`src/rtl/pvc_pkg.sv`:
```
// shared types and constants of the two-wheel pi velocity controller
`timescale 1ns / 1ps
`default_nettype none
package pvc_pkg;

  localparam int unsigned DATA_W     = 16;
  localparam int unsigned CFG_ADDR_W = 4;
  localparam int unsigned MEAS_W     = 19;
  localparam int unsigned ERR_W      = 21;

  localparam logic [1:0] REG_PROP_GAIN    = 2'd0;
  localparam logic [1:0] REG_INT_GAIN     = 2'd1;
  localparam logic [1:0] REG_COUNT_SCALE  = 2'd2;
  localparam logic [1:0] REG_PERIOD_SCALE = 2'd3;

  localparam logic [15:0] PROP_GAIN_RST    = 16'd256;
  localparam logic [15:0] INT_GAIN_RST     = 16'd0;
  localparam logic [15:0] COUNT_SCALE_RST  = 16'd20017;
  localparam logic [15:0] PERIOD_SCALE_RST = 16'd3277;

  typedef enum logic [2:0] {
    ST_IDLE,
    ST_MEAS,
    ST_ERR,
    ST_PROD,
    ST_INTEG,
    ST_IPROD,
    ST_SUM,
    ST_DONE
  } step_e;

  typedef struct packed {
    logic  load;
    step_e step;
  } pvc_ctrl_t;

  typedef struct packed {
    logic [15:0] prop_gain;
    logic [15:0] int_gain;
    logic [15:0] count_scale;
    logic [15:0] period_scale;
  } pvc_cfg_t;

endpackage
`default_nettype wire

```
`src/rtl/pvc_cfg.sv`:
```
// apb register file for gains and scales
`timescale 1ns / 1ps
`default_nettype none
module pvc_cfg (
  input  wire logic                            clk_i,
  input  wire logic                            rst_ni,
  input  wire logic                            psel,
  input  wire logic                            penable,
  input  wire logic                            pwrite,
  input  wire logic [pvc_pkg::CFG_ADDR_W-1:0]  paddr,
  input  wire logic [31:0]                     pwdata,
  output logic      [31:0]                     prdata,
  output logic                                 pready,
  output pvc_pkg::pvc_cfg_t                    cfg_o
);

  pvc_pkg::pvc_cfg_t cfg_q, cfg_d;
  logic [1:0]        reg_idx;

  assign reg_idx = paddr[3:2];
  assign pready  = 1'b1;
  assign cfg_o   = cfg_q;

  always_comb begin
    cfg_d = cfg_q;
    if (psel && penable && pwrite) begin
      case (reg_idx)
        pvc_pkg::REG_PROP_GAIN:    cfg_d.prop_gain    = pwdata[15:0];
        pvc_pkg::REG_INT_GAIN:     cfg_d.int_gain     = pwdata[15:0];
        pvc_pkg::REG_COUNT_SCALE:  cfg_d.count_scale  = pwdata[15:0];
        pvc_pkg::REG_PERIOD_SCALE: cfg_d.period_scale = pwdata[15:0];
        default:                   cfg_d = cfg_q;
      endcase
    end
  end

  always_comb begin
    case (reg_idx)
      pvc_pkg::REG_PROP_GAIN:    prdata = {16'd0, cfg_q.prop_gain};
      pvc_pkg::REG_INT_GAIN:     prdata = {16'd0, cfg_q.int_gain};
      pvc_pkg::REG_COUNT_SCALE:  prdata = {16'd0, cfg_q.count_scale};
      pvc_pkg::REG_PERIOD_SCALE: prdata = {16'd0, cfg_q.period_scale};
      default:                   prdata = 32'd0;
    endcase
  end

  always_ff @(posedge clk_i or negedge rst_ni) begin
    if (!rst_ni) begin
      cfg_q.prop_gain    <= pvc_pkg::PROP_GAIN_RST;
      cfg_q.int_gain     <= pvc_pkg::INT_GAIN_RST;
      cfg_q.count_scale  <= pvc_pkg::COUNT_SCALE_RST;
      cfg_q.period_scale <= pvc_pkg::PERIOD_SCALE_RST;
    end else begin
      cfg_q <= cfg_d;
    end
  end

endmodule
`default_nettype wire

```
`config.mk`:
```
export PLATFORM = sky130hd
export DESIGN_NAME = pvc_cfg
export DESIGN_NICKNAME = d
export VERILOG_FILES = /design/src/rtl/pvc_pkg.sv /design/src/rtl/pvc_cfg.sv
export SDC_FILE = /design/constraint.sdc
export NUM_CORES = 1
export LEC_CHECK = 0
export BUFFER_PORTS_ARGS = -buffer_cell sky130_fd_sc_hd__buf_2
export CORE_ASPECT_RATIO = 0.7
export CORE_MARGIN = 2
export CORE_UTILIZATION = 50
export DETAILED_ROUTE_END_ITERATION = 7
export GPL_ROUTABILITY_DRIVEN = 0
export PLACE_DENSITY = 0.86
export SLEW_MARGIN = 30
export SYNTH_ARGS = -nofsm -noshare
export SYNTH_HDL_FRONTEND = slang
export SYNTH_SLANG_ARGS = --single-unit
```
`constraint.sdc`:
```
create_clock -name clk_i -period 1.66 [get_ports clk_i]
set_input_delay 0.083 -clock clk_i [delete_from_list [all_inputs] [get_ports clk_i]]
set_output_delay 0.083 -clock clk_i [all_outputs]
set_load 0.005 [all_outputs]
```
==> metrics <==
setup violators final 0; Synth async-reset ratio 100%; DR iter-0 viols 55; min Tclk post-route 1470 ps; share of the synthesized area in the top cell type 40.5%; f_max 679 MHz; first-pass GRT wire length 10.3 mm; non-filler cells in the finished layout 374; Synth Instances 180; Die X 97.0 um; num ports 138; clk sinks 64; GRT Overall Usage 19.9%; ranking of synthesized cells by area dfrtp_1 (41%), mux2_2 (20%), dfstp_2 (13%); DP HPWL 4.68 mm; most frequent cells in the layout buf_2 (102), mux2_2 (54), dfrtp_1 (49); RSZ-0062 raised after global routing false; Netlist cell types 19; reg2reg path depth 1; Setup CP Type flip-flop to primary output; CTS max path bufs 2; Max Transition Viols Final 0; r2r endpoint cfg_o[33]; WL final 6.40 mm; hold_sp pwdata[0]; total gr overflow 0; area grow syn2layout 24.8%; Chip Height 69.1 um; final hold vios 0; largest net degree at the start of global routing 65; # port buffers 102; Main synth FF type dfrtp_1; Root Buffer clkbuf_8; H-tree levels 3; Clock Latency Late Sink 330 ps; crit path capture type primary output; total number of vias 1927; Post-Route Utilization 65.3%; TritonCTS Buffers 9; crit share post-route 88.8%; Post-DRT Antenna Nets 0; CTS tree done; share of layout cells above drive strength 1 72.9%; Place WS 288 ps; biggest area consumer among synthesized cells dfrtp_1; die area 6700 um2; Endpoint, Worst Hold cfg_o[32]; Hold WC Path Type input pin to flip-flop; final worst slack 187 ps; synth warn 0; Residual DRC 0; max reg flops 64; post-route setup TNS 0 ps; area of the mapped netlist 3020 um2; DR pass1 iterations 4; Row Count 23; nets@finish 336; synthesized flop and latch total 64; Synth Area per Inst 16.8 um2; via/cell ratio 5.15; Core Region 5780 um2; Critical Path RT 1580 ps; max-cap viol count 0; Starting Density 52.3%; Max IR drop VDD 610 uV; most common cell after layout, fill and taps aside buf_2; antenna violations before repair 0; dpl cells 357; EDFF count, synth 0; Clk pin slew, worst setup/hold paths 60 ps; vias in the first global route 1927; setup bufs post-CTS 0; CP Data Arrival Time 1390 ps; DR WL/cell 17.1 um; Static Leakage 1.88 nW; Power Density 1220 nW/um2; CP Max Fanout 3; r2r startpoint cfg_o[33]; CP Launch Type flip-flop; sequential share of the synthesized area 53.6%; status finished clean; skew final 0 ps; Hold Crit Depth 2; # diodes 0; R2R Setup Slk 870 ps
-- synthesized netlist by cell type, types with 2 or more instances --
library cell / n
mux4_2: 11
buf_2: 3
mux2_2: 54
dfrtp_1: 49
buf_4: 19
dfstp_2: 15
mux4_1: 5
mux2_4: 10
buf_6: 3
conb_1: 2
-- through the flow --
stage	hold WS, ps	area [um2]	total power [W]
5_1_grt	7.07	3770	0.00487
6_report	24.5	3770	0.00460
2_1_floorplan	-213	3080	0.00289
3_3_place_gp	115	3600	0.00347
3_5_place_dp	123	3600	0.00354
4_1_cts	4.35	3770	0.00466
-- final cells by class --
class / instances / area (um2)
timing repair buffer: 116 / 658
multi-input combinational: 103 / 1240
sequential: 64 / 1620
clock buffer: 14 / 153
inverter: 1 / 3.75
tap: 75 / 93.8
fill: 442 / 2010
clock inverter: 1 / 5.00
-- per-layer routing --
metal	up-vias	share of wire [%]	GRT usage (%)
li1	870	-	-
met1	962	45	27.9
met2	88	46	29.2
met3	7	7.8	6.90
met4	0	1.1	7.04
met5	-	0	0
-- how the worst max path moves through the flow --
| stage | start | end | slack [ps] | depth (start not counted) |
|---|---|---|---|---|
| 2_1_floorplan | paddr[3] | cfg_o[48] | 350 | 4 |
| 3_3_place_gp | paddr[3] | cfg_o[13] | 310 | 5 |
| 3_5_place_dp | paddr[3] | cfg_o[14] | 290 | 5 |
| 4_1_cts | cfg_o[44] | prdata[12] | 170 | 2 |
| 5_1_grt | cfg_o[47] | prdata[15] | 130 | 2 |
| 6_report | cfg_o[44] | prdata[12] | 190 | 2 |
-- cells by family after synthesis --
family                 share of synthesized area, %
multiplexers                                   37.6
AND/OR/NAND/NOR                                1.32
other                                         0.248
buffers and inverters                          7.24
flip-flops                                     53.6
-- what timing repair did --
action / in CTS / in global routing
gates resized for setup: 0 / 0
hold buffers: 2 / 0
hold endpoints to repair: 50 / 0
-- power by group --
group          internal [W]  total (W)  leakage [nW]  switching [W]
logic              0.000793    0.00124          1.04       0.000446
clock network      0.000574    0.00110        0.0805       0.000527
registers           0.00199    0.00225         0.758       0.000265
total               0.00336    0.00460          1.88        0.00124
-- worst max-delay path, stage by stage (launching register included) --
cell	delay, ps
dfrtp_1	390
mux4_1	520
buf_2	150
Power figures use the tool's default switching activity.
