===== src/rtl/pvc_pkg.sv =====
// shared types and constants of the two-wheel pi velocity controller
`timescale 1ns / 1ps
`default_nettype none
package pvc_pkg;

  localparam int unsigned DATA_W     = 16;
  localparam int unsigned CFG_ADDR_W = 4;
  localparam int unsigned MEAS_W     = 19;
  localparam int unsigned ERR_W      = 21;

  localparam logic [1:0] REG_PROP_GAIN    = 2'd0;
  localparam logic [1:0] REG_INT_GAIN     = 2'd1;
  localparam logic [1:0] REG_COUNT_SCALE  = 2'd2;
  localparam logic [1:0] REG_PERIOD_SCALE = 2'd3;

  localparam logic [15:0] PROP_GAIN_RST    = 16'd256;
  localparam logic [15:0] INT_GAIN_RST     = 16'd0;
  localparam logic [15:0] COUNT_SCALE_RST  = 16'd20017;
  localparam logic [15:0] PERIOD_SCALE_RST = 16'd3277;

  typedef enum logic [2:0] {
    ST_IDLE,
    ST_MEAS,
    ST_ERR,
    ST_PROD,
    ST_INTEG,
    ST_IPROD,
    ST_SUM,
    ST_DONE
  } step_e;

  typedef struct packed {
    logic  load;
    step_e step;
  } pvc_ctrl_t;

  typedef struct packed {
    logic [15:0] prop_gain;
    logic [15:0] int_gain;
    logic [15:0] count_scale;
    logic [15:0] period_scale;
  } pvc_cfg_t;

endpackage
`default_nettype wire


===== src/rtl/pvc_if.sv =====
// valid/ready channel interfaces for input and result items
`timescale 1ns / 1ps
`default_nettype none


interface pvc_out_if;
  logic               valid;
  logic               ready;
  logic signed [15:0] effort_left;
  logic signed [15:0] effort_right;

  modport source (output valid, effort_left, effort_right, input ready);
  modport sink (input valid, effort_left, effort_right, output ready);
endinterface
`default_nettype wire


===== src/rtl/pvc_merge.sv =====
// merging stage: joins both lane efforts into one result item register
`timescale 1ns / 1ps
`default_nettype none
module pvc_merge (
  input  wire logic                clk_i,
  input  wire logic                rst_ni,
  input  wire pvc_pkg::pvc_ctrl_t  ctrl_i,
  input  wire logic signed [15:0]  effort_left_i,
  input  wire logic signed [15:0]  effort_right_i,
  output logic                     out_free_o,
  pvc_out_if.source                out_o
);

  logic               valid_q, valid_d;
  logic               load;
  logic signed [15:0] left_q, right_q;

  assign out_free_o = !valid_q || out_o.ready;
  assign load       = (ctrl_i.step == pvc_pkg::ST_DONE) && out_free_o;

  always_comb begin
    valid_d = valid_q;
    if (load) begin
      valid_d = 1'b1;
    end else if (out_o.ready) begin
      valid_d = 1'b0;
    end
  end

  always_ff @(posedge clk_i or negedge rst_ni) begin
    if (!rst_ni) begin
      valid_q <= 1'b0;
    end else begin
      valid_q <= valid_d;
    end
  end

  always_ff @(posedge clk_i) begin
    if (load) begin
      left_q  <= effort_left_i;
      right_q <= effort_right_i;
    end
  end

  assign out_o.valid        = valid_q;
  assign out_o.effort_left  = left_q;
  assign out_o.effort_right = right_q;

endmodule
`default_nettype wire


===== src/flat_wrapper.sv =====
// flat-port wrapper written by rule: the top's interface ports become plain ports
module pvc_merge_flat 
  (clk_i, rst_ni, ctrl_i, effort_left_i, effort_right_i, out_free_o, out_o_valid, out_o_effort_left, out_o_effort_right, out_o_ready);
  pvc_out_if out_o_i ();
  input  wire logic clk_i;
  input  wire logic rst_ni;
  input  wire pvc_pkg::pvc_ctrl_t ctrl_i;
  input  wire logic signed [15:0] effort_left_i;
  input  wire logic signed [15:0] effort_right_i;
  output logic out_free_o;
  output wire logic [$bits(out_o_i.valid)-1:0] out_o_valid;
  output wire logic [$bits(out_o_i.effort_left)-1:0] out_o_effort_left;
  output wire logic [$bits(out_o_i.effort_right)-1:0] out_o_effort_right;
  input wire logic [$bits(out_o_i.ready)-1:0] out_o_ready;
  assign out_o_valid = out_o_i.valid;
  assign out_o_effort_left = out_o_i.effort_left;
  assign out_o_effort_right = out_o_i.effort_right;
  assign out_o_i.ready = out_o_ready;
  pvc_merge u_core (.clk_i(clk_i), .rst_ni(rst_ni), .ctrl_i(ctrl_i), .effort_left_i(effort_left_i), .effort_right_i(effort_right_i), .out_free_o(out_free_o), .out_o(out_o_i));
endmodule

===== config.mk =====
export PLATFORM = sky130hd
export DESIGN_NAME = pvc_merge_flat
export DESIGN_NICKNAME = d
export VERILOG_FILES = /design/src/rtl/pvc_pkg.sv /design/src/rtl/pvc_if.sv /design/src/rtl/pvc_merge.sv /design/src/flat_wrapper.sv
export SDC_FILE = /design/constraint.sdc
export NUM_CORES = 1
export LEC_CHECK = 0
export ABC_AREA = 1
export ABC_CLOCK_PERIOD_IN_PS = 3000
export BUFFER_PORTS_ARGS = -buffer_cell sky130_fd_sc_hd__buf_2
export CAP_MARGIN = 20
export CORE_MARGIN = 8
export CORE_UTILIZATION = 39
export DETAILED_ROUTE_END_ITERATION = 8
export GPL_ROUTABILITY_DRIVEN = 1
export PLACE_DENSITY = 0.77
export SYNTH_ARGS = -nofsm -noshare
export SYNTH_HDL_FRONTEND = slang
export SYNTH_SLANG_ARGS = --single-unit
export TNS_END_PERCENT = 1

===== constraint.sdc =====
create_clock -name clk_i -period 3 [get_ports clk_i]
set_input_delay 0.6 -clock clk_i [delete_from_list [all_inputs] [get_ports clk_i]]
set_output_delay 0.6 -clock clk_i [all_outputs]
set_load 0.01 [all_outputs]

==> results.tsv <==
metric	value	unit
vias_per_cell	4.32	
drive_gt1_frac	0.661	
cp_data_required_time	2.40	ns
cts_buffer_depth	2	
p_comb_frac	0.068	
slew_headroom	0.740	
swShare	0.206	
grt_max_degree	33	
period_minus_slack	1.55	ns
gr-total-overflow	0	
cp_slowest_cell	buf_2	
gp_congestion	0.750	
syn-cell-area	1010	sq um
dpl-instance-area	1420	sq um
rsz0062_at_grt	no	
io_buffers	71	
synth_cell_types	6	
initial_utilization	0.409	
antenna_cells	0	
fin_skew	0.00473	ns
dr_wl_met3	474	um
cts.hold.buffers_added	0	
fin_ws	1.45	ns
pre_cts_slack	1.39	ns
fmax	644	MHz
cp_top_family	buffers and inverters	
syn_avg_cell_area	25.3	sq um
multiInputGateArea	22.5	sq um
setup_tns	0	ns
cts_buffers	5	
leakage	0.648	nW
top_layer	met4	
wl_met1	896	um
route.vias.total	653	
cp.arrival	0.95	ns
drt-total-wl	2450	um
seqCellArea	986	sq um
cts_tree	yes	
hold_viol	0	
intPower	0.638	mW
synth-seq-area-share	0.973	
syn_inst	40	
coreArea	2480	sq um
final_area	1480	sq um
p_switching	0.166	mW
grt.total_usage	0.112	
firstDrtPassIters	4	
drv_slew	0	
grt_pass1_wl	3480	um
synthToLayoutAreaGrowth	45.8	%
routedWlPerCell	16.2	um
worstPathMaxFanout	2	
antenna_found_initial	0	
yosys_warnings	0	
reg2reg_slack	1.70	ns
worstMarginPinSlew	0.390	ns
syn_nets	79	
critPathMaxStageDelay	0.14	ns
finalSetupViolCount	0	
cts_setup_buffers	0	
min_path_type	input port to flop	
critPathMostFrequentCell	buf_2	
pwr_density_cell	544	nW/um^2
finalNetCount	159	
first_global_vias	698	
start_kind	input port	
ant_nets	0	
wl_met2	1040	um
cp_num_buf_inv	3	
p_clk_frac	0.280	
period_share	0.518	
post_cts_resized	0	
synth-seq-cells	33	
die_area	4490	sq um
ir_drop	0.363	mV
crit_type	input port to output port	
endpoint_kind	output port	
nFillCells	210	
drc	0	
die_w	67.0	um
cts_root_buf	clkbuf_4	
power.total	0.804	mW
worstSkewPairLatency	0.32	ns
place_hpwl	1950	um
status	completed	
cp_cell_sequence	buf_2 -> inv_1 -> nand2_1 -> buf_2	
first_iter_violations	33	
pin_count	73	
fp-row-count	18	
cts_max_level	2	
cts_sinks	33	
clkTransAtPathRegs	0.09	ns
maxCapViolations	0	
die_h	67.0	um
seqPwrFrac	0.653	
through the flow:
stage | util | hold slack, ns | instances
floorplan | - | 0.304 | 40
global placement | 0.572 | 0.376 | 142
detailed placement | 0.572 | 0.377 | 142
CTS | 0.592 | 0.00832 | 150
global route | 0.596 | 0.403 | 151
finish | 0.596 | 0.446 | 151
power groups by stage:
stage               Combinational, mW  Sequential, mW  Clock (mW)
detailed placement             0.0548           0.535           0
global route                   0.0599           0.526       0.265
floorplan                     0.00712           0.543           0
global placement               0.0521           0.535           0
CTS                            0.0548           0.525       0.238
finish                         0.0543           0.525       0.225
Yosys cell counts:
master | instances | area, sq um
nand3_1 | 1 | 5.00
dfrtp_1 | 1 | 25.0
inv_1 | 2 | 7.51
edfxtp_1 | 32 | 961
nand2_1 | 2 | 7.51
nor2_1 | 2 | 7.51
registers in the layout, indices dropped and copies added (netlist names):
signal	count
u_core.out_o.valid	1
u_core.out_o.effort_right	16
u_core.out_o.effort_left	16
logic make-up (layout without fill, tap and decap cells):
family	count (synthesis)	in the layout	share of synthesized area
buf+inv	2	83	0.00741
simple gates	5	5	0.0198
flops	33	33	0.973
worst reg2reg max path, stage by stage, from the launching register on:
cell	delay [ns]
dfrtp_1	0.41
inv_1	0.06
nor2_1	0.04
nor2_2	0.09
buf_4	0.36
cell type report:
cell class	count	share of cell area
inverters	2	0.00508
multi-input cells	5	0.0152
well taps	30	0.0254
flip-flops and latches	33	0.667
clock buffers	6	0.0279
clock inverters	2	0.00677
repair buffers	73	0.252
path summary, 6_finish.rpt:
check                                        start  cells after the start                             to
worst max-delay path                   out_o_ready                      4                     out_free_o
min in group asynchronous                   rst_ni                      2             u_core.out_o.valid
max in group asynchronous                   rst_ni                      2             u_core.out_o.valid
worst min register to register  u_core.out_o.valid                      2             u_core.out_o.valid
worst max register to register  u_core.out_o.valid                      4  u_core.out_o.effort_right[10]
worst min-delay path             effort_right_i[6]                      1   u_core.out_o.effort_right[6]
layout by cell type (no fill, tap or decap):
cell type	count
buf_2	71
edfxtp_1	32
clkbuf_4	5
inv_1	2
nand2_1	2
clkinv_2	2
nor2_1	1
nand3_1	1
nor2_2	1
clkbuf_1	1
dlygate4sd3_1	1
buf_4	1
dfrtp_1	1
layer usage:
| layer | GRT usage | up-vias |
|---|---|---|
| li1 | - | 313 |
| met1 | 0.117 | 283 |
| met2 | 0.154 | 53 |
| met3 | 0.0973 | 4 |
| met4 | 0.0548 | 0 |
| met5 | 0 | - |
No activity file was read; power rests on OpenSTA's default activity.
