[src/rtl/pvc_pkg.sv]
// shared types and constants of the two-wheel pi velocity controller
`timescale 1ns / 1ps
`default_nettype none
package pvc_pkg;

  localparam int unsigned DATA_W     = 16;
  localparam int unsigned CFG_ADDR_W = 4;
  localparam int unsigned MEAS_W     = 19;
  localparam int unsigned ERR_W      = 21;

  localparam logic [1:0] REG_PROP_GAIN    = 2'd0;
  localparam logic [1:0] REG_INT_GAIN     = 2'd1;
  localparam logic [1:0] REG_COUNT_SCALE  = 2'd2;
  localparam logic [1:0] REG_PERIOD_SCALE = 2'd3;

  localparam logic [15:0] PROP_GAIN_RST    = 16'd256;
  localparam logic [15:0] INT_GAIN_RST     = 16'd0;
  localparam logic [15:0] COUNT_SCALE_RST  = 16'd20017;
  localparam logic [15:0] PERIOD_SCALE_RST = 16'd3277;

  typedef enum logic [2:0] {
    ST_IDLE,
    ST_MEAS,
    ST_ERR,
    ST_PROD,
    ST_INTEG,
    ST_IPROD,
    ST_SUM,
    ST_DONE
  } step_e;

  typedef struct packed {
    logic  load;
    step_e step;
  } pvc_ctrl_t;

  typedef struct packed {
    logic [15:0] prop_gain;
    logic [15:0] int_gain;
    logic [15:0] count_scale;
    logic [15:0] period_scale;
  } pvc_cfg_t;

endpackage
`default_nettype wire

[src/rtl/pvc_seq.sv]
// step sequencer shared by both wheel lanes
`timescale 1ns / 1ps
`default_nettype none
module pvc_seq (
  input  wire logic          clk_i,
  input  wire logic          rst_ni,
  input  wire logic          in_valid_i,
  output logic               in_ready_o,
  input  wire logic          out_free_i,
  output pvc_pkg::pvc_ctrl_t ctrl_o
);

  pvc_pkg::step_e state_q, state_d;

  always_ff @(posedge clk_i or negedge rst_ni) begin
    if (!rst_ni) begin
      state_q <= pvc_pkg::ST_IDLE;
    end else begin
      state_q <= state_d;
    end
  end

  always_comb begin
    in_ready_o  = (state_q == pvc_pkg::ST_IDLE);
    ctrl_o.load = in_valid_i && in_ready_o;
    ctrl_o.step = state_q;
    state_d     = state_q;
    case (state_q)
      pvc_pkg::ST_IDLE:  begin
        if (in_valid_i) state_d = pvc_pkg::ST_MEAS;
      end
      pvc_pkg::ST_MEAS:  state_d = pvc_pkg::ST_ERR;
      pvc_pkg::ST_ERR:   state_d = pvc_pkg::ST_PROD;
      pvc_pkg::ST_PROD:  state_d = pvc_pkg::ST_INTEG;
      pvc_pkg::ST_INTEG: state_d = pvc_pkg::ST_IPROD;
      pvc_pkg::ST_IPROD: state_d = pvc_pkg::ST_SUM;
      pvc_pkg::ST_SUM:   state_d = pvc_pkg::ST_DONE;
      pvc_pkg::ST_DONE:  begin
        // hold until the result register can take the item
        if (out_free_i) state_d = pvc_pkg::ST_IDLE;
      end
      default:           state_d = pvc_pkg::ST_IDLE;
    endcase
  end

endmodule
`default_nettype wire

[config.mk]
export PLATFORM = sky130hd
export DESIGN_NAME = pvc_seq
export DESIGN_NICKNAME = d
export VERILOG_FILES = /design/src/rtl/pvc_pkg.sv /design/src/rtl/pvc_seq.sv
export SDC_FILE = /design/constraint.sdc
export NUM_CORES = 1
export LEC_CHECK = 0
export ABC_AREA = 1
export ABC_CLOCK_PERIOD_IN_PS = 1150
export BUFFER_PORTS_ARGS = -buffer_cell sky130_fd_sc_hd__buf_4
export CAP_MARGIN = 30
export CELL_PAD_IN_SITES_DETAIL_PLACEMENT = 1
export CELL_PAD_IN_SITES_GLOBAL_PLACEMENT = 1
export CORE_AREA = 2 2 39 41
export CTS_CLUSTER_DIAMETER = 40
export CTS_CLUSTER_SIZE = 8
export DETAILED_ROUTE_END_ITERATION = 8
export DIE_AREA = 0 0 41 43
export PLACE_DENSITY = 0.54
export SLEW_MARGIN = 10
export SYNTH_ARGS = -nofsm -noshare
export SYNTH_HDL_FRONTEND = slang
export SYNTH_SLANG_ARGS = --single-unit
[constraint.sdc]
create_clock -name clk_i -period 1.15 [get_ports clk_i]
set_input_delay 0.23 -clock clk_i [delete_from_list [all_inputs] [get_ports clk_i]]
set_output_delay 0.23 -clock clk_i [all_outputs]
set_load 0.02 [all_outputs]
==> impl_metrics.ini, run 1 <==
[run_status]
status = finished, violations left
violations = setup timing

[final_layout]
top_register = state_q
fillers = 172
largest_register_ffs = 3
reg_top3 = state_q (3)
area_growth_pct = 109
final_layout_size_suffix_gt1_share_pct = 72.9
fin_nets = 68
antennaDiodeCount = 0

[clock_network]
clock_sinks = 3
clock-root-buffer = clkbuf_4
path_clk_slew_ps = 40
cts_tree = done
cts_buffers = 3
htreeDepth = 1
worstSkewPairLatency_ps = 240
ctsLongestPathBuffers = 2

[setup_path]
crit_type = reg2out
start_kind = register
critPathMaxFanout = 2
reg2reg_setup_slack_ps = -130
rr_startpoint = state_q[1]
critPathCaptureType = output pin
cp.required_ps = 920
r2r_end = state_q[0]
reg2reg_depth = 9
critPathArrivalTime_ps = 1150

[sta]
rsz0062_at_grt = true
fin_ws_ps = -229
tightest_slew_ps = 211
max_slew_margin_pct = 85.9
skew_ps = 6.46
finalCriticalPeriod_ps = 1380
fmax_mhz = 725
slew_violations = 0
worst_hold_slack_ps = 317
setup_violations = 7
hold_viol = 0
period_share_pct = 120

[die]
ios = 9
core_um2 = 1380
initial_core_util_pct = 19.1
num_rows = 14
die_w_um = 41
dieHeight_um = 43
die_area_um2 = 1760

[run]
drv_cap = 0

[logic_synthesis]
synth_top_family_by_area = simple AND/OR/NAND/NOR gates
synth_compound_area_share_pct = 4.74
ys_types = 12
yosys.area_share.xor_xnor_pct = 0
synth-adder-area-share_pct = 19.0
syn-num-nets = 46
synth.avg_cell_area_um2 = 6.95
ys_seq_area_share_pct = 28.4
yosys_warnings = 0
syn-cell-area_um2 = 264
synth-seq-cells = 3
synth-simple-area-share_pct = 33.6
synthMuxAreaShare_pct = 0
synthCells = 38

[grt]
met2_usage_pct = 13.8
met3_usage_pct = 4.71
grt_pass1_vias = 268
grt.busiest_layer = met2
grtUsageTotal_pct = 9.47
overflow = 0
grt_pass1_wl_mm = 1.06
gr-usage-met1_pct = 10.4
grt_max_degree = 8
antenna_found_initial = 0

[power_and_ir_drop]
peakVddDrop_mv = 1.24
p_leak_nw = 0.276
powerDensity_nw_per_um2 = 3180

[drt]
firstDrtPassIters = 3
drt_iter0_drc = 8
antenna_left = 0
vias = 308
wl_um = 748
viasPerCell = 4.11
drc = 0
route.detailed.wl_per_inst_um = 9.97

[place]
io_buffers = 8
place_congestion = 0.623
place_ws_ps = -57.9
dpl.hpwl_um = 506

[hold_path]
hold_path_class = in2async
cell usage after synthesis:
master,instances,area [µm²]
nand2_1,11,41.3
inv_1,8,30.0
ha_1,4,50.1
dfrtp_1,3,75.1
nor2_1,3,11.3
inv_2,2,7.51
nand3_2,2,20.0
a21oi_1,1,5.00
nand2_2,1,6.26
nand3_1,1,5.00
nor3_1,1,5.00
o21bai_1,1,7.51
timing repair:
| action | CTS | global route |
|---|---|---|
| endpoints found under the hold margin | 3 | 0 |
| endpoints found under the setup margin | 7 | 7 |
| setup buffers | 4 | 3 |
| pin swaps | 1 | 9 |
| hold buffers | 1 | 0 |
| resized for setup | 6 | 15 |
stage by stage:
step                      utilization (%)  TNS, ps  instance area, µm²  total power [mW]  instances
after floorplan                         -    -70.9                 295             0.823         38
after global placement               28.2    -77.2                 390              1.11         64
after detailed placement             28.2    -75.2                 390              1.12         64
after CTS                            34.1     -842                 472              1.45         73
after global routing                 39.9    -1410                 552              1.91         75
final                                39.9    -1020                 552              1.76         75
report_power, final:
| group | switching [mW] | internal [mW] | total [mW] | leakage [nW] |
|---|---|---|---|---|
| sequential | 0.0903 | 0.179 | 0.269 | 0.0320 |
| combinational | 0.659 | 0.639 | 1.30 | 0.229 |
| clock | 0.0586 | 0.130 | 0.189 | 0.0150 |
| total | 0.808 | 0.948 | 1.76 | 0.276 |
placed cells by master, fill, tap and decap left out, types with 2 or more instances in the layout:
cell type and instances:
nor2_4 2, buf_6 4, buf_4 12, dfrtp_2 3, nand3_2 2, inv_1 5, nand2_2 3, clkbuf_4 3
nand2_1 8, inv_4 2, ha_4 2, ha_2 2, inv_2 3
final cells by class:
| class | instances | area [µm²] | area share [%] |
|---|---|---|---|
| Clock buffer | 4 | 26.3 | 4.76 |
| Inverter | 10 | 42.5 | 7.71 |
| Multi-Input combinational cell | 25 | 239 | 43.3 |
| Sequential cell | 3 | 78.8 | 14.3 |
| Tap cell | 16 | 20.0 | 3.63 |
| Timing Repair Buffer | 17 | 145 | 26.3 |
critical path, cell delays in order, from the launching register on:
cell	delay, ps
dfrtp_2	400
inv_2	80
ha_4	150
inv_4	40
nor3_4	100
buf_6	130
cell families (layout without fill, tap and decap cells):
group / Yosys count / count (layout)
flip-flops: 3 / 3
AO/OA/AOI/OAI: 2 / 2
AND/OR/NAND/NOR: 19 / 19
buffers and inverters: 10 / 31
adder cells (fa/ha/maj): 4 / 4
worst max-delay path by stage:
stage	start	to	depth (start not counted)
after CTS	state_q[0]	ctrl_o[3]	5
final	state_q[1]	ctrl_o[3]	5
after floorplan	state_q[1]	ctrl_o[3]	4
after detailed placement	state_q[1]	ctrl_o[3]	5
after global placement	state_q[1]	ctrl_o[3]	5
after global routing	state_q[1]	ctrl_o[3]	5
routing by layer:
metal,wire length [µm],share of wire [%]
met5,0,0
met4,0,0
met3,34,4.5
met2,434,58
met1,278,37
No activity file was read; power rests on OpenSTA's default activity.
==> inputs of run 2 (changes only) <==
==> constraint.sdc (replaced) <==
create_clock -name clk_i -period 1.15 [get_ports clk_i]
set_input_delay 0.0575 -clock clk_i [delete_from_list [all_inputs] [get_ports clk_i]]
set_output_delay 0.0575 -clock clk_i [all_outputs]
set_load 0.02 [all_outputs]
==> run 2 against run 1 <==
The run still ends with setup timing left. Critical path depth stayed put. Worst setup slack better by 140 ps. Register-to-register slack better by 90 ps. Count of clock-buffer cells in the layout stayed put. Final cell count is 1.3% higher. Sequential share of layout area is 0.44 points higher. Clock power hardly changed. Critical path type unchanged. Largest cell class unchanged.
==> impl_metrics.ini, run 2 (synthesis results as in run 1) <==
[power_and_ir_drop]
p_leak_nw = 0.276
peakVddDrop_mv = 0.921
power_mw = 1.61
powerDensity_nw_per_um2 = 3060

[final_layout]
post-route-cell-area_um2 = 527
fin_cells = 76
reg_top3 = state_q (3)
final_layout_size_suffix_gt1_share_pct = 61.7
antennaDiodeCount = 0
fillers = 171
final_core_util_pct = 38.1
fin_nets = 69
seqCellArea_um2 = 77.6
top_register = state_q
area_growth_pct = 99.5
multi_input_area_um2 = 221
layout_common_cells = buf_4 (16), nand2_1 (11), inv_1 (5)
largest_register_ffs = 3
layout_commonest_cell = buf_4

[setup_path]
crit_type = reg2out
critPathCaptureType = output pin
critPathMaxStageDelay_ps = 410
reg2reg_setup_slack_ps = -40
r2r_end = state_q[1]
critPathArrivalTime_ps = 1180
cpMaxStageDelayCell = dfrtp_2
reg2reg_depth = 8
crit_path_cell_trace = inv_2 -> ha_4 -> inv_4 -> nor3_4 -> buf_6
crit_start = state_q[1]
path_delay_family = flip-flops
critPathMaxFanout = 4
cp.required_ps = 1090
start_kind = register
rr_startpoint = state_q[1]
crit_buf_inv = 3

[place]
dpl.hpwl_um = 547
place_inst = 64
io_buffers = 8
place_congestion = 0.590
place_ws_ps = -81.5
dpl_cell_area_um2 = 378

[clock_network]
htreeDepth = 1
clock-root-buffer = clkbuf_4
path_clk_slew_ps = 40
cts_buffers = 3
worstSkewPairLatency_ps = 240
cts_tree = done
clock_sinks = 3
ctsLongestPathBuffers = 2

[grt]
antenna_found_initial = 0
grtUsageTotal_pct = 11.9
overflow = 0
grt_pass1_vias = 346
grt_pass1_wl_mm = 1.35
grt_max_degree = 8

[run_status]
violations = setup timing
status = finished, violations left

[sta]
tightest_slew_ps = 348
hold_viol = 0
tns_ps = -221
period_share_pct = 108
slew_violations = 0
rsz0062_at_grt = true
max_slew_margin_pct = 76.8
finalCriticalPeriod_ps = 1240
worst_hold_slack_ps = 158
skew_ps = 6.24
fin_ws_ps = -91.3
fmax_mhz = 806
setup_violations = 5

[drt]
firstDrtPassIters = 1
antenna_left = 0
drc = 0
vias = 312
wl_um = 787
drt_iter0_drc = 0
viasPerCell = 4.11
route.detailed.wl_per_inst_um = 10.4

[die]
core_um2 = 1380
dieHeight_um = 43
num_rows = 14
die_area_um2 = 1760
initial_core_util_pct = 19.1
ios = 9
die_w_um = 41

[hold_path]
hold_path_class = in2async

[run]
drv_cap = 0
[run 2: cell types whose count changed in the layout (fill, tap and decap cells not counted), sizes merged]
cell  before  now
buf       16   17
[run 2: worst max-delay path by stage]
stage,slack (ps),depth (start not counted),to
finish,-90,5,ctrl_o[3]
floorplan,0.8,7,state_q[1]
detailed placement,-80,7,state_q[1]
CTS,-100,5,ctrl_o[3]
global route,-150,5,ctrl_o[3]
global placement,-60,7,state_q[1]
[run 2: power breakdown]
group	internal (mW)	switching, mW	total [mW]
registers	0.175	0.0893	0.264
logic	0.561	0.597	1.16
clock network	0.130	0.0584	0.189
[run 2: routing by layer]
layer	share of wire, %	track usage, %
met5	0	0
met4	1.9	8.00
met3	5.3	3.14
met2	55	20.0
met1	37	11.6
[run 2: final cells by class]
| type | count | share of cell area (%) |
|---|---|---|
| sequential | 3 | 14.7 |
| inverter | 10 | 7.60 |
| tap | 16 | 3.80 |
| clock buffer | 4 | 4.99 |
| timing repair buffer | 18 | 26.8 |
| multi-input combinational | 25 | 42.0 |
[run 2: what timing repair did]
item | CTS | global route
pin swaps | 4 | 3
resized for setup | 7 | 6
cloned | 0 | 0
hold buffers | 1 | 0
buffers inserted | 3 | 4
hold endpoints to repair | 3 | 0
endpoints found under the setup margin | 4 | 7
