`src/rtl/pvc_pkg.sv`:
```
// shared types and constants of the two-wheel pi velocity controller
`timescale 1ns / 1ps
`default_nettype none
package pvc_pkg;

  localparam int unsigned DATA_W     = 16;
  localparam int unsigned CFG_ADDR_W = 4;
  localparam int unsigned MEAS_W     = 19;
  localparam int unsigned ERR_W      = 21;

  localparam logic [1:0] REG_PROP_GAIN    = 2'd0;
  localparam logic [1:0] REG_INT_GAIN     = 2'd1;
  localparam logic [1:0] REG_COUNT_SCALE  = 2'd2;
  localparam logic [1:0] REG_PERIOD_SCALE = 2'd3;

  localparam logic [15:0] PROP_GAIN_RST    = 16'd256;
  localparam logic [15:0] INT_GAIN_RST     = 16'd0;
  localparam logic [15:0] COUNT_SCALE_RST  = 16'd20017;
  localparam logic [15:0] PERIOD_SCALE_RST = 16'd3277;

  typedef enum logic [2:0] {
    ST_IDLE,
    ST_MEAS,
    ST_ERR,
    ST_PROD,
    ST_INTEG,
    ST_IPROD,
    ST_SUM,
    ST_DONE
  } step_e;

  typedef struct packed {
    logic  load;
    step_e step;
  } pvc_ctrl_t;

  typedef struct packed {
    logic [15:0] prop_gain;
    logic [15:0] int_gain;
    logic [15:0] count_scale;
    logic [15:0] period_scale;
  } pvc_cfg_t;

endpackage
`default_nettype wire

```
`src/rtl/pvc_lane.sv`:
```
// one wheel lane: measure, error, saturating integrator and pi effort
`timescale 1ns / 1ps
`default_nettype none
module pvc_lane (
  input  wire logic                clk_i,
  input  wire logic                rst_ni,
  input  wire pvc_pkg::pvc_ctrl_t  ctrl_i,
  input  wire pvc_pkg::pvc_cfg_t   cfg_i,
  input  wire logic signed [15:0]  count_i,
  input  wire logic signed [15:0]  target_i,
  output logic signed [15:0]       effort_o
);

  logic signed [15:0]              cnt_q, tgt_q;
  logic [16:0]                     cnt_mag, tgt_mag;
  logic [32:0]                     meas_p_q;
  logic [33:0]                     meas_rnd;
  logic [pvc_pkg::MEAS_W-1:0]      meas;
  logic signed [pvc_pkg::ERR_W-1:0] err_q, err_d;
  logic signed [37:0]              err_ext, ps_ext, kp_ext;
  logic signed [37:0]              inc_p_q, inc_adj, pk_q;
  logic signed [25:0]              inc;
  logic signed [32:0]              acc;
  logic signed [31:0]              integ_q, integ_d;
  logic signed [48:0]              integ_ext, ki_ext, pi_q;
  logic signed [49:0]              sum_raw, sum_d, sum_q, eff_adj;
  logic signed [33:0]              eff_full;

  assign cnt_mag = cnt_q[15] ? (17'd0 - {1'b1, cnt_q}) : {1'b0, cnt_q};
  assign tgt_mag = tgt_q[15] ? (17'd0 - {1'b1, tgt_q}) : {1'b0, tgt_q};

  // measured speed rounded half up, q.4
  assign meas_rnd = {1'b0, meas_p_q} + 34'd2048;
  assign meas     = meas_rnd[pvc_pkg::MEAS_W+11:12];
  assign err_d    = $signed({4'd0, tgt_mag}) - $signed({2'd0, meas});

  assign err_ext = 38'(err_q);
  assign ps_ext  = 38'({1'b0, cfg_i.period_scale});
  assign kp_ext  = 38'({1'b0, cfg_i.prop_gain});

  // divide by 4096 toward zero
  assign inc_adj = inc_p_q[37] ? (inc_p_q + 38'sd4095) : inc_p_q;
  assign inc     = inc_adj[37:12];
  assign acc     = 33'(integ_q) + 33'(inc);

  always_comb begin
    if (acc[32] != acc[31]) begin
      integ_d = acc[32] ? 32'sh8000_0000 : 32'sh7fff_ffff;
    end else begin
      integ_d = acc[31:0];
    end
  end

  assign integ_ext = 49'(integ_q);
  assign ki_ext    = 49'({1'b0, cfg_i.int_gain});

  assign sum_raw = (50'(pk_q) <<< 4) + 50'(pi_q);

  always_comb begin
    if (tgt_q == 16'sd0) begin
      sum_d = 50'sd0;
    end else if (tgt_q[15]) begin
      sum_d = -sum_raw;
    end else begin
      sum_d = sum_raw;
    end
  end

  // divide by 65536 toward zero, then clamp to 16 bits
  assign eff_adj  = sum_q[49] ? (sum_q + 50'sd65535) : sum_q;
  assign eff_full = eff_adj[49:16];

  always_comb begin
    if (eff_full > 34'sd32767) begin
      effort_o = 16'sh7fff;
    end else if (eff_full < -34'sd32768) begin
      effort_o = 16'sh8000;
    end else begin
      effort_o = eff_full[15:0];
    end
  end

  always_ff @(posedge clk_i or negedge rst_ni) begin
    if (!rst_ni) begin
      integ_q <= 32'sd0;
    end else if (ctrl_i.step == pvc_pkg::ST_INTEG) begin
      integ_q <= integ_d;
    end
  end

  always_ff @(posedge clk_i) begin
    if (ctrl_i.load) begin
      cnt_q <= count_i;
      tgt_q <= target_i;
    end
    case (ctrl_i.step)
      pvc_pkg::ST_MEAS:  meas_p_q <= 33'(cnt_mag) * 33'(cfg_i.count_scale);
      pvc_pkg::ST_ERR:   err_q    <= err_d;
      pvc_pkg::ST_PROD:  inc_p_q  <= err_ext * ps_ext;
      pvc_pkg::ST_INTEG: pk_q     <= err_ext * kp_ext;
      pvc_pkg::ST_IPROD: pi_q     <= integ_ext * ki_ext;
      pvc_pkg::ST_SUM:   sum_q    <= sum_d;
      default:           ;
    endcase
  end

endmodule
`default_nettype wire

```
`config.mk`:
```
export PLATFORM = sky130hd
export DESIGN_NAME = pvc_lane
export DESIGN_NICKNAME = d
export VERILOG_FILES = /design/src/rtl/pvc_pkg.sv /design/src/rtl/pvc_lane.sv
export SDC_FILE = /design/constraint.sdc
export NUM_CORES = 2
export LEC_CHECK = 0
export ABC_CLOCK_PERIOD_IN_PS = 23600
export BUFFER_PORTS_ARGS = -buffer_cell sky130_fd_sc_hd__buf_2
export CORE_UTILIZATION = 35
export DETAILED_ROUTE_END_ITERATION = 12
export PLACE_DENSITY_LB_ADDON = 0.1
export REMOVE_ABC_BUFFERS = 1
export SLEW_MARGIN = 20
export SYNTH_ARGS = -nofsm -noshare
export SYNTH_HDL_FRONTEND = slang
export SYNTH_SLANG_ARGS = --single-unit
```
`constraint.sdc`:
```
create_clock -name clk_i -period 23.6 [get_ports clk_i]
set_input_delay 2.36 -clock clk_i [delete_from_list [all_inputs] [get_ports clk_i]]
set_output_delay 2.36 -clock clk_i [all_outputs]
set_load 0.005 [all_outputs]
```
==> metrics list <==
* Run status: completed
- Critical path start-end classification: input pin to flip-flop
- Vert. Die Dim: 440 um
- Slew Limit Headroom: 0.222
- Summing over every cut layer, the via total after detailed routing is 48300.
- Combined global-route utilization of all metal layers: 0.199
- For this design the top-level I/O count stands at 118.
- Initial antenna violation count: 12
- Worst-Skew Late Latency: 620 ps
- The number of placed instances, taps included, is 9793.
* CP endpoint kind: flip-flop
- CP Cell Sequence: buf_2, nand2_1, fa_1, inv_1, fa_1, inv_1, fa_1, inv_1, fa_1, fa_1, fa_1, ha_1, a2111oi_0, nand2_1, a211oi_1, o21ai_0, a21oi_1, o21ai_0, a221oi_1, o221ai_1, o31ai_1, o311ai_0
- Clock root buffer: sky130_fd_sc_hd__clkbuf_16
* Worst slack on hold paths: 532 ps
- Total overflow reported by the global router: 0
- Unique cell type count in the Yosys netlist: 86
* Count of H-tree levels built during CTS: 1
- In this run the cell area of the synthesized design comes to 0.0672 mm^2.
- Clock slew seen by the registers of the worst setup and hold paths: 60 ps
- Transition time at the pin with the least slew margin: 1160 ps
- The clock period could shrink to 10050 ps.
- During placement, the flow inserted port buffers numbering 117.
- For this run, the register share of the synthesized area comes to 0.121.
* Number of flops mapped to enable cells by yosys: 245
- After synthesis, the share of flip-flops with an asynchronous set or reset is 0.116.
* Unrepaired setup endpoints after global routing: no
- Wires add up to 187000 um.
- Number of setup violations in the final report: 0
* Violation count after the first detailed-route iteration: 2194
- STA puts the critical path data required time at 23910 ps.
* Starting utilization of the core area: 0.353
- Sum of negative setup slack: 0 ps
- After clock tree synthesis, the flow added hold-fix buffers numbering 0.
* Std cell rows: 160
* Hold violation total from the final report: 0
- Post-Syn Instances: 7382
- Once layout is complete, the utilization of the core stands at 0.375.
- Resized Gates After CTS: 0
- The floorplan step set the die width to 440 um.
- In the final layout, the share of cells above drive strength 1 is 0.0418.
* Critical path buffers and inverters: 4
- Global-route wire length before repair: 301000 um
- Critical path launch point type: input pin
- The layout has 19400 filler cells.
- The die covers 0.194 mm^2.
* CP arrival: 10360 ps
- Number of maximum-capacitance constraint violations: 0
* Number of buffers created by CTS: 31
* Worst clock skew: 26.3 ps
- Area of the core: 0.190 mm^2
* Number of flip-flops and latches in the synthesized netlist: 277
- Once detailed placement completed, the half-perimeter wirelength came to 149000 um.
* Critical path fanouts, max: 32
- In this run the post-CTS setup repair buffer count came out at 0.
* Vias per inst: 4.90
- TritonCTS built the clock tree.
- Non-Filler Instances: 9853
- For this run, the slowest stage of the critical path takes 850 ps.
- Maximum number of pins on one net before global-route repair: 65
* Number of sinks on the clock net: 277
- Worst min-delay path class: flip-flop to flip-flop
* Max Buffers Root-to-Sink: 3
- The slowest stage of the critical path is the sky130_fd_sc_hd__a2111oi_0 cell.
* ANT nets after route: 0
* Initial DRT Pass Iterations: 6
- Family with the most delay on the worst path: compound AO/OA/AOI/OAI gates
* Growth of design area from synthesis to finish: 6.36%
- Gp weighted congestion: 0.851
* Routed len/inst: 19.0 um
- Final Cycle Share: 0.426
- After the last flow step, the layout net total stands at 9249.
- Most used flip-flop cell after synthesis: sky130_fd_sc_hd__edfxtp_1
- The average instance in the mapped netlist occupies 9.10 um^2.
- Most numerous cell on the critical path: sky130_fd_sc_hd__fa_1
- For this run, design rule violations remaining after detail routing come to 0.
- Via count of the first global-routing pass: 52400
- Synth warnings: 0
- For this run, the top clock speed supported by timing is 99.5 MHz.
* Max-slew violation count: 0
==> cells by family after synthesis <==
logic type / Yosys count / synth area share
AND/OR/NAND/NOR: 2205 / 0.157
AO/OA/AOI/OAI: 806 / 0.0781
adder cells (fa/ha/maj): 1841 / 0.492
XOR/XNOR: 299 / 0.0391
flip-flops: 277 / 0.121
other: 2 / 0.000112
buffers and inverters: 1932 / 0.108
multiplexers: 20 / 0.00311
==> state kept, by name, summed over array words and instances (netlist names) <==
name / flops
pk_q: 37
meas_p_q: 20
cnt_q: 16
tgt_q: 16
inc_p_q: 37
err_q: 20
integ_q: 32
sum_q: 50
pi_q: 49
==> path summary, 6_finish.rpt <==
path / from / to / slack, ps / cells after the start
max reg2reg: cnt_q[0]$_DFFE_PP_ / meas_p_q[27]$_DFFE_PN_ / 14680 / 31
min: integ_q[19]$_DFFE_PN0N_ / integ_q[19]$_DFFE_PN0N_ / 530 / 2
min reg2reg: integ_q[19]$_DFFE_PN0N_ / integ_q[19]$_DFFE_PN0N_ / 530 / 2
max in group asynchronous: rst_ni / integ_q[10]$_DFFE_PN0N_ / 21210 / 1
min in group asynchronous: rst_ni / integ_q[30]$_DFFE_PN0N_ / 1830 / 1
max: cfg_i[36] / pi_q[47]$_DFFE_PN_ / 13550 / 22
==> cells in the final DEF, fill, tap and decap left out, types with 31 or more instances in the layout <==
| cell type | n |
|---|---|
| sky130_fd_sc_hd__a21o_1 | 106 |
| sky130_fd_sc_hd__a21oi_1 | 201 |
| sky130_fd_sc_hd__and2_1 | 545 |
| sky130_fd_sc_hd__and3_1 | 39 |
| sky130_fd_sc_hd__buf_2 | 117 |
| sky130_fd_sc_hd__buf_4 | 77 |
| sky130_fd_sc_hd__clkbuf_16 | 31 |
| sky130_fd_sc_hd__dfrtp_1 | 31 |
| sky130_fd_sc_hd__edfxtp_1 | 245 |
| sky130_fd_sc_hd__fa_1 | 1340 |
| sky130_fd_sc_hd__ha_1 | 492 |
| sky130_fd_sc_hd__inv_1 | 1623 |
| sky130_fd_sc_hd__nand2_1 | 1083 |
| sky130_fd_sc_hd__nand3_1 | 89 |
| sky130_fd_sc_hd__nand4_1 | 42 |
| sky130_fd_sc_hd__nor2_1 | 185 |
| sky130_fd_sc_hd__nor3_1 | 59 |
| sky130_fd_sc_hd__o21a_1 | 41 |
| sky130_fd_sc_hd__o21ai_0 | 199 |
| sky130_fd_sc_hd__xnor2_1 | 203 |
| sky130_fd_sc_hd__xor2_1 | 90 |
==> worst reg2reg max path, delay by kind of cell (launching register included) <==
family                     cells  cell delay [ps]
buffers and inverters          6              770
DFF                            1              360
adders and majority gates      8             3530
AOI/OAI and AO/OA              8             2130
xor gates and xnor gates       2              230
and+or+nand+nor                7             1670
==> per-layer routing <==
| metal | part of all wire | GRT usage | wire (um) |
|---|---|---|---|
| met1 | 0.45 | 0.268 | 84300 |
| met2 | 0.50 | 0.355 | 93900 |
| met3 | 0.033 | 0.0166 | 6110 |
| met4 | 0.015 | 0.0273 | 2760 |
| met5 | 0.00013 | 0 | 25 |
==> final cells by class <==
| type | instances | area [um^2] | area share |
|---|---|---|---|
| clock inverters | 23 | 211 | 0.00296 |
| diodes | 3 | 7.51 | 0.000105 |
| well taps | 2511 | 3140 | 0.0440 |
| multi-input cells | 5186 | 51900 | 0.726 |
| clock buffers | 34 | 787 | 0.0110 |
| inverters | 1625 | 6100 | 0.0854 |
| repair buffers | 194 | 1160 | 0.0163 |
| flip-flops and latches | 277 | 8160 | 0.114 |
==> Yosys cell counts (all sizes together), types with 16 or more instances <==
cell    count  area [um^2]
nor2b      23          144
nand2b     29          181
and2      548         3430
edfxtp    245         7360
nor2      186          698
nor4       23          156
or3        24          150
o21a       42          323
a211oi     23          173
a21o      106          796
xor2       90          788
nand2    1083         4070
nand4      43          275
fa       1340        26800
o31ai      32          250
ha        492         6160
nand3      89          445
and3       39          244
a31oi      19          119
o21ai     200         1000
o211ai     16          120
nor3       60          300
o21bai     30          225
a21oi     201         1010
xnor2     209         1840
dfrtp      32          801
inv      1624         6100
clkbuf    298         1120
==> metrics by stage <==
| step | area [um^2] | setup slack [ps] |
|---|---|---|
| 2_1_floorplan | 66000 | 14910 |
| 5_1_grt | 71400 | 12910 |
| 6_report | 71400 | 13550 |
| 4_1_cts | 71400 | 13570 |
| 3_3_place_gp | 70400 | 13090 |
| 3_5_place_dp | 70400 | 12900 |
Power is not shown: default switching activity piles up to over one toggle a cycle in this logic, so the estimate is an artifact.
